--- src/rtl/sose_pkg.sv ---
// Shared types, constants and the step program of the orbit integrator.
// No dependencies.
`timescale 1ns / 1ps
`default_nettype none
package sose_pkg;

   localparam int W = 64;
   localparam logic [W-1:0] Q_ONE = 64'h0000_0001_0000_0000;
   localparam int PROG_LEN = 40;
   localparam int PC_W = 6;
   // program step after which the metric factor is known
   localparam logic [PC_W-1:0] PC_F_CHECK = 6'd6;
   localparam logic [PC_W-1:0] PC_LAST = 6'(PROG_LEN - 1);

   typedef enum logic [1:0] {
      CSR_GM  = 2'd0,
      CSR_ICC = 2'd1,
      CSR_DT  = 2'd2,
      CSR_NONE = 2'd3
   } csr_idx_type;

   typedef enum logic [2:0] {
      OP_MUL, OP_DIV, OP_ADD, OP_NEG
   } op_type;

   typedef enum logic [4:0] {
      SEL_T, SEL_R, SEL_P, SEL_TD, SEL_RD, SEL_PD,
      SEL_GM, SEL_ICC, SEL_DT, SEL_ONE,
      SEL_U, SEL_G, SEL_H, SEL_S, SEL_F, SEL_HF,
      SEL_AT, SEL_AR, SEL_AP, SEL_A, SEL_B
   } sel_type;

   typedef struct packed {
      op_type  op;
      sel_type src_a;
      sel_type src_b;
      sel_type dst;
   } instr_type;

   typedef struct packed {
      logic      start;
      logic      load;
      logic      capture;
      instr_type instr;
   } cmd_type;

   typedef struct packed {
      logic done;
      logic res_zero;
      logic r_zero;
   } stat_type;

   function automatic instr_type mk(op_type op, sel_type a, sel_type b, sel_type d);
      instr_type i;
      i.op = op;
      i.src_a = a;
      i.src_b = b;
      i.dst = d;
      return i;
   endfunction

   // one Euler step as a sequence of operations on the register file
   function automatic instr_type program_step(logic [PC_W-1:0] pc);
      instr_type i;
      unique case (pc)
         6'd0:  i = mk(OP_DIV, SEL_GM,  SEL_R,   SEL_U);
         6'd1:  i = mk(OP_DIV, SEL_U,   SEL_R,   SEL_G);
         6'd2:  i = mk(OP_MUL, SEL_G,   SEL_ICC, SEL_H);
         6'd3:  i = mk(OP_MUL, SEL_U,   SEL_ICC, SEL_S);
         6'd4:  i = mk(OP_ADD, SEL_S,   SEL_S,   SEL_A);
         6'd5:  i = mk(OP_NEG, SEL_A,   SEL_A,   SEL_A);
         6'd6:  i = mk(OP_ADD, SEL_ONE, SEL_A,   SEL_F);
         6'd7:  i = mk(OP_DIV, SEL_ONE, SEL_F,   SEL_A);
         6'd8:  i = mk(OP_MUL, SEL_H,   SEL_A,   SEL_HF);
         6'd9:  i = mk(OP_MUL, SEL_TD,  SEL_RD,  SEL_A);
         6'd10: i = mk(OP_MUL, SEL_HF,  SEL_A,   SEL_A);
         6'd11: i = mk(OP_ADD, SEL_A,   SEL_A,   SEL_A);
         6'd12: i = mk(OP_NEG, SEL_A,   SEL_A,   SEL_AT);
         6'd13: i = mk(OP_MUL, SEL_G,   SEL_F,   SEL_A);
         6'd14: i = mk(OP_MUL, SEL_TD,  SEL_TD,  SEL_B);
         6'd15: i = mk(OP_MUL, SEL_A,   SEL_B,   SEL_A);
         6'd16: i = mk(OP_NEG, SEL_A,   SEL_A,   SEL_AR);
         6'd17: i = mk(OP_DIV, SEL_RD,  SEL_R,   SEL_A);
         6'd18: i = mk(OP_MUL, SEL_A,   SEL_PD,  SEL_A);
         6'd19: i = mk(OP_ADD, SEL_A,   SEL_A,   SEL_A);
         6'd20: i = mk(OP_NEG, SEL_A,   SEL_A,   SEL_AP);
         6'd21: i = mk(OP_MUL, SEL_RD,  SEL_RD,  SEL_A);
         6'd22: i = mk(OP_MUL, SEL_HF,  SEL_A,   SEL_A);
         6'd23: i = mk(OP_ADD, SEL_AR,  SEL_A,   SEL_AR);
         6'd24: i = mk(OP_MUL, SEL_R,   SEL_F,   SEL_A);
         6'd25: i = mk(OP_MUL, SEL_PD,  SEL_PD,  SEL_B);
         6'd26: i = mk(OP_MUL, SEL_A,   SEL_B,   SEL_A);
         6'd27: i = mk(OP_ADD, SEL_AR,  SEL_A,   SEL_AR);
         6'd28: i = mk(OP_MUL, SEL_TD,  SEL_DT,  SEL_A);
         6'd29: i = mk(OP_ADD, SEL_T,   SEL_A,   SEL_T);
         6'd30: i = mk(OP_MUL, SEL_RD,  SEL_DT,  SEL_A);
         6'd31: i = mk(OP_ADD, SEL_R,   SEL_A,   SEL_R);
         6'd32: i = mk(OP_MUL, SEL_PD,  SEL_DT,  SEL_A);
         6'd33: i = mk(OP_ADD, SEL_P,   SEL_A,   SEL_P);
         6'd34: i = mk(OP_MUL, SEL_AT,  SEL_DT,  SEL_A);
         6'd35: i = mk(OP_ADD, SEL_TD,  SEL_A,   SEL_TD);
         6'd36: i = mk(OP_MUL, SEL_AR,  SEL_DT,  SEL_A);
         6'd37: i = mk(OP_ADD, SEL_RD,  SEL_A,   SEL_RD);
         6'd38: i = mk(OP_MUL, SEL_AP,  SEL_DT,  SEL_A);
         6'd39: i = mk(OP_ADD, SEL_PD,  SEL_A,   SEL_PD);
         default: i = mk(OP_ADD, SEL_A, SEL_A, SEL_A);
      endcase
      return i;
   endfunction

endpackage
`default_nettype wire

--- src/rtl/sose_ctrl.sv ---
// Controller: accepts words, sequences the step program through the
// datapath and owns the result handshake. Uses sose_pkg.
`timescale 1ns / 1ps
`default_nettype none
module sose_ctrl
   import sose_pkg::*;
(
   input  wire logic clock,
   input  wire logic reset,
   input  wire logic req_valid,
   input  wire logic req_mode,
   output logic      req_ready,
   output logic      rsp_valid,
   input  wire logic rsp_ready,
   output logic      rsp_fault,
   output cmd_type   cmd,
   input  stat_type  stat
);

   typedef enum logic [1:0] { S_IDLE, S_RUN, S_DONE } state_type;

   state_type       st_ff;
   logic [PC_W-1:0] pc_ff;
   logic            start_ff, fault_ff, rsp_valid_ff, rsp_fault_ff;
   logic            accept, capture;

   assign req_ready = (st_ff == S_IDLE);
   assign accept = req_valid && req_ready;
   assign capture = (st_ff == S_DONE) && (!rsp_valid_ff || rsp_ready);

   always_ff @(posedge clock) begin
      if (reset) begin
         st_ff        <= S_IDLE;
         pc_ff        <= '0;
         start_ff     <= 1'b0;
         fault_ff     <= 1'b0;
         rsp_valid_ff <= 1'b0;
         rsp_fault_ff <= 1'b0;
      end else begin
         start_ff <= 1'b0;
         if (rsp_valid_ff && rsp_ready && !capture) rsp_valid_ff <= 1'b0;
         unique case (st_ff)
            S_IDLE: begin
               if (accept) begin
                  fault_ff <= 1'b0;
                  pc_ff    <= '0;
                  if (req_mode) begin
                     st_ff <= S_DONE;
                  end else if (stat.r_zero) begin
                     fault_ff <= 1'b1;
                     st_ff    <= S_DONE;
                  end else begin
                     start_ff <= 1'b1;
                     st_ff    <= S_RUN;
                  end
               end
            end
            S_RUN: begin
               if (stat.done) begin
                  if (pc_ff == PC_F_CHECK && stat.res_zero) begin
                     fault_ff <= 1'b1;
                     st_ff    <= S_DONE;
                  end else if (pc_ff == PC_LAST) begin
                     st_ff <= S_DONE;
                  end else begin
                     pc_ff    <= pc_ff + PC_W'(1);
                     start_ff <= 1'b1;
                  end
               end
            end
            S_DONE: begin
               if (capture) begin
                  rsp_valid_ff <= 1'b1;
                  rsp_fault_ff <= fault_ff;
                  st_ff        <= S_IDLE;
               end
            end
            default: st_ff <= S_IDLE;
         endcase
      end
   end

   assign cmd.start   = start_ff;
   assign cmd.load    = accept && req_mode;
   assign cmd.capture = capture;
   assign cmd.instr   = program_step(pc_ff);

   assign rsp_valid = rsp_valid_ff;
   assign rsp_fault = rsp_fault_ff;

endmodule
`default_nettype wire

--- config.mk ---
export PLATFORM = sky130hd
export DESIGN_NAME = sose_ctrl
export DESIGN_NICKNAME = d
export VERILOG_FILES = /design/src/rtl/sose_pkg.sv /design/src/rtl/sose_ctrl.sv
export SDC_FILE = /design/constraint.sdc
export NUM_CORES = 1
export LEC_CHECK = 0
export BUFFER_PORTS_ARGS = -buffer_cell sky130_fd_sc_hd__buf_2
export CORE_UTILIZATION = 40
export CTS_BUF_LIST = sky130_fd_sc_hd__clkbuf_2 sky130_fd_sc_hd__clkbuf_4 sky130_fd_sc_hd__clkbuf_8
export DETAILED_ROUTE_END_ITERATION = 10
export SLEW_MARGIN = 20
export SYNTH_ARGS = -nofsm -noshare
export SYNTH_HDL_FRONTEND = slang
export SYNTH_SLANG_ARGS = --single-unit
--- constraint.sdc ---
create_clock -name clock -period 3.6 [get_ports clock]
set_input_delay 0.9 -clock clock [delete_from_list [all_inputs] [get_ports clock]]
set_output_delay 0.9 -clock clock [all_outputs]
set_load 0.005 [all_outputs]
Word level (Yosys, flattened, before mapping)
Memory sizes are Yosys's and may differ from the RTL's. A register that Yosys moved wholly into a read port is not among the register bits.
Index checks and enable logic that the tools add are counted.

operators by class
  $add $sub $neg = 1
  equal/unequal tests = 11
  muxes and demuxes = 31
  reduce and logical (&&, ||, !) cells = 15

operator list
  cell                                                                    number
  6-bit 2-to-1 mux                                                        6
  1-bit 2-to-1 mux                                                        14
  2-bit 2-to-1 mux                                                        7
  6-bit case mux with 2 select lines                                      1
  2-bit != test (second input constant)                                   5
  4-bit AND reduction                                                     2
  6-bit by 1-bit adder with 6-bit output (second input constant)          1
  6-bit by 3-bit equality test with 1-bit output (second input constant)  1
  6-bit equality test (second input constant)                             1
  1-bit logical AND                                                       6
  2-bit case mux with 3 select lines                                      1
  5-bit AND reduction                                                     1
  1-bit case mux with 2 select lines                                      2
  3-bit != test (second input constant)                                   1
  2-bit by 1-bit equality test with 1-bit output (second input constant)  1
  2-bit equality test (second input constant)                             1
  1-bit zero test                                                         2
  2-bit zero test                                                         1
  2-bit by 1-bit != test with 1-bit output (second input constant)        1
  2-bit AND reduction                                                     1
  2-bit nonzero test                                                      1
  1-bit logical OR                                                        1

storage, ports and cells
  register bits after elaboration = 12
  bits in read-only memories = 1088
  input bits = 8
  memories = 1

memories
  name              depth  width  read ports  clocked after Yosys merged registers in  wr ports  line            RTL
  (name not given)  64     17     1           1                                        0         sose_pkg.sv:65  unique case (pc)

Logic depth before layout (Yosys ltp)
  depth in word-level cells = 8
  gate-level depth with buffers = 15
  depth with buffers taken out = 14

Least setup slack after synthesis
OpenSTA, ideal clock, no wires.

  kind = input-to-reg
  start = input port stat[1] in the netlist's numbering
  end = register cmd[11] (netlist name)
  library setup time = 125 ps
  data arrival time = 3156 ps
  required time = 3475 ps
  slack = 319 ps
  stages = 10
  cell sequence = and3b_2 > nor3_4 > nor2_1 > o32a_2 > or2_4 > ha_1 > clkbuf_1 > or4_1 > a21oi_1 > nand3_1

on the way
  word-level cells in the longest chain between the ends = 5

RTL lines
  item                                     line             RTL
  from (decl)                              sose_ctrl.sv:17  input stat_type stat
  1-bit logical AND                        sose_ctrl.sv:60  if (pc_ff == PC_F_CHECK && stat.res_zero) begin
  2-bit != test (no line)                  n/a
  5-bit AND reduction (no line)            n/a
  6-bit 2-to-1 mux (no line) (2 in a row)  n/a

Every way passes these cells.
A chain may end at the register's enable or synchronous reset.

Worst setup path in the final report
  start = input port stat[2] in the netlist's numbering
  end = register cmd[14] (netlist name)

on the way
  word-level cells in the longest chain between the ends = 4

RTL lines
  item
  2-bit != test (no line)
  5-bit AND reduction (no line)
  6-bit 2-to-1 mux (no line) (2 in a row)

Every way passes these cells.

==> metrics.cfg <==
[outcome]
status = finished clean

[power]
leakage_nw = 1.11
power.share.combinational_pct = 18.3
clock_power_share_pct = 37.2
vdd_drop_max_v = 0.000117
sequentialPowerShare_pct = 44.5
switching_power_w = 0.000215
intPower_w = 0.000545
power_density_nw_per_um2 = 284
p_sw_share_pct = 28.3

[finish]
nets = 346
antennaDiodeCount = 0
final_util_pct = 47.7
stdcell_area_um2 = 2680
area_growth_syn_to_layout_pct = 12.9
drive_gt1_share_pct = 25.0
fillers = 575

[grt]
grt_pass1_vias = 2162
antenna_found_initial = 0
grt_use_total_pct = 23.4
grt_max_degree = 25
gr-total-overflow = 0
grt_first_pass_wirelength_um = 11200

[setup_path]
path_class = in -> reg
reg2reg_slack_ps = 490
rr_endpoint = cmd[14]$_DFF_P_
start_kind = primary input
endpoint_kind = flop
cp.required_ps = 3750
crit_fanout = 8
arrival_ps = 3310
reg2regPathDepth = 11
r2r_start = pc_ff[0]$_SDFFE_PP0N_

[synthesis]
synthCells = 298
synth-main-ff-cell = dfxtp_1
syn_area_um2 = 2370
async_flop_share_pct = 0
synth.largest_area_cell = dfxtp_1
synth_area_per_cell_um2 = 7.96
ys_top_cells_by_area = dfxtp_1 (24%), ha_1 (5.3%), nor2_1 (5.1%)
yosys_warnings = 0
synth_cell_type_count = 80
synth_edf_count = 0
synth_fp_nets = 316
synth.ff_latch_count = 29
ys_seq_area_share_pct = 24.5
synth_top_cell_area_share_pct = 24.5

[drt]
drt_first_pass_iters = 6
drt_iter0_markers = 340
routed_wl_um = 6870
vias_per_cell = 5.99
drt_drc_violations_left = 0
ant_nets = 0
routed-via-count = 2397
post_drt_wl_per_cell_um = 17.2

[timing]
whs_ps = 494
slew_violations = 0
max-slew-margin-rel_pct = 47.2
rsz0062_at_grt = no
setup_violations = 0
fmax_ghz = 0.316
finalHoldViolations = 0
fin_skew_ps = 8.67
period_needed_ps = 3170
fin_crit_sh_pct = 87.9
setup_tns_ps = 0
tightest_slew_ps = 792

[clock_tree]
ctsLongestPathBuffers = 2
cts_buffers = 5
cts_tree = yes
htreeDepth = 2
hold_buffers = 0
clock_latency_ps = 290
clkTransAtPathRegs_ps = 70
cts-resized-gates = 0
clk_root_buffer_cell = clkbuf_8
clock-sinks = 29
postCtsSetupBuffers = 0

[placed_design]
port-buffer-count = 30
hpwl_um = 4810
gp_congestion = 0.941
postPlaceCellArea_um2 = 2590

[floorplanning]
core_area_um2 = 5610
rows = 27
ioPinCount = 32
die_h_um = 79.0
die_w_um = 79.0
die_area_um2 = 6240
initial_core_util_pct = 42.3

[worst_hold_path]
hold_depth = 2
hold_end = rsp_fault$_SDFFE_PP0P_
holdCritPathClass = reg -> reg
worstHoldStart = rsp_fault$_SDFFE_PP0P_

[run]
cap_violations = 0

## power by group through the flow
stage | Sequential [W] | Combinational [W] | Clock (W)
3_5_place_dp | 0.000345 | 0.000135 | 0
3_3_place_gp | 0.000345 | 0.000135 | 0
2_1_floorplan | 0.000342 | 0.0000988 | 0
6_report | 0.000338 | 0.000139 | 0.000282
5_1_grt | 0.000340 | 0.000151 | 0.000299
4_1_cts | 0.000338 | 0.000137 | 0.000285
## kinds of logic after synthesis
family / share of synthesized area (%)
compound gates: 30.3
xor+xnor: 2.64
fa+ha+maj: 5.28
buf+inv: 8.02
flops: 24.5
mux: 3.06
other cells: 0.158
simple gates: 26.1
## worst max-delay path, cell delays in order
cell      delay [ps]
buf_2            150
nand2_2          140
nor3_4           350
nor2_1           120
o32a_2           350
or2_4            280
ha_1             420
nor2b_1          180
a221oi_1         260
o221ai_1         160
## final cells by class
| type | count | area (um2) | area share [%] |
|---|---|---|---|
| clock buffer | 7 | 90.1 | 3.36 |
| multi-input combinational | 233 | 1600 | 59.8 |
| sequential | 29 | 581 | 21.7 |
| inverter | 14 | 53.8 | 2.01 |
| tap | 72 | 90.1 | 3.36 |
| timing repair buffer | 45 | 263 | 9.81 |
## worst max-delay path by stage
stage | endpoint | slack (ps) | from | cells after the start
after CTS | cmd[14]$_DFF_P_ | 480 | stat[2] | 10
after floorplan | cmd[11]$_DFF_P_ | 320 | stat[1] | 10
final | cmd[14]$_DFF_P_ | 430 | stat[2] | 10
after global placement | cmd[14]$_DFF_P_ | 260 | stat[1] | 10
after global routing | cmd[7]$_SDFF_PN0_ | 290 | stat[2] | 11
after detailed placement | cmd[14]$_DFF_P_ | 200 | stat[2] | 10
## through the flow
step / instances / worst slack, ps / power (W)
finish: 400 / 434 / 0.000760
global route: 400 / 295 / 0.000790
CTS: 400 / 483 / 0.000760
detailed placement: 393 / 199 / 0.000481
global placement: 393 / 258 / 0.000481
floorplan: 298 / 319 / 0.000441
## flip-flops by register name, indices dropped and copies added, names as in the netlist
signal,cells
cmd,17
fault_ff,1
pc_ff,6
rsp_fault,1
rsp_valid,1
st_ff,2
start_ff,1
## layout by cell type (no fill, tap or decap), drive strengths merged, types with 3 or more instances in the layout
cell type	Yosys	routed
o31a	3	3
nor2	35	35
nor3	7	7
nand3	9	9
a21boi	3	3
a211oi	7	7
o21a	3	3
buf	17	45
or2	3	3
nor4	4	4
inv	11	11
nand2b	8	8
and2	4	4
ha	10	10
nand2	27	27
xnor2	3	3
mux2i	6	6
dfxtp	29	29
nor2b	3	3
o31ai	6	6
clkbuf	5	7
a211o	4	4
o21ai	23	23
o211ai	4	4
nor3b	3	3
a21oi	24	24
clkinv	3	3
## routing by layer
| metal | GRT usage (%) | wire (um) | vias to the layer above |
|---|---|---|---|
| li1 | - | - | 1136 |
| met1 | 33.3 | 3130 | 1123 |
| met4 | 6.73 | 76 | 0 |
| met3 | 5.52 | 621 | 11 |
| met2 | 34.7 | 3030 | 127 |
| met5 | 0 | 0 | - |
## cells in the mapped netlist, types with 3 or more instances
library cell	instances
o21ai_1	5
buf_2	7
nor4_1	4
nand2b_1	6
clkbuf_1	5
a21oi_1	22
inv_1	9
o21ai_0	17
and2_1	4
o31ai_1	3
o211ai_1	3
nor3_1	5
a211oi_1	6
dfxtp_1	29
nand3_1	9
buf_4	6
nor2_1	32
a21boi_0	3
mux2i_1	5
nor2b_1	3
nand2_1	26
a211o_1	4
ha_1	10
buf_6	3
Note: power is estimated with default switching activity, not from simulation.
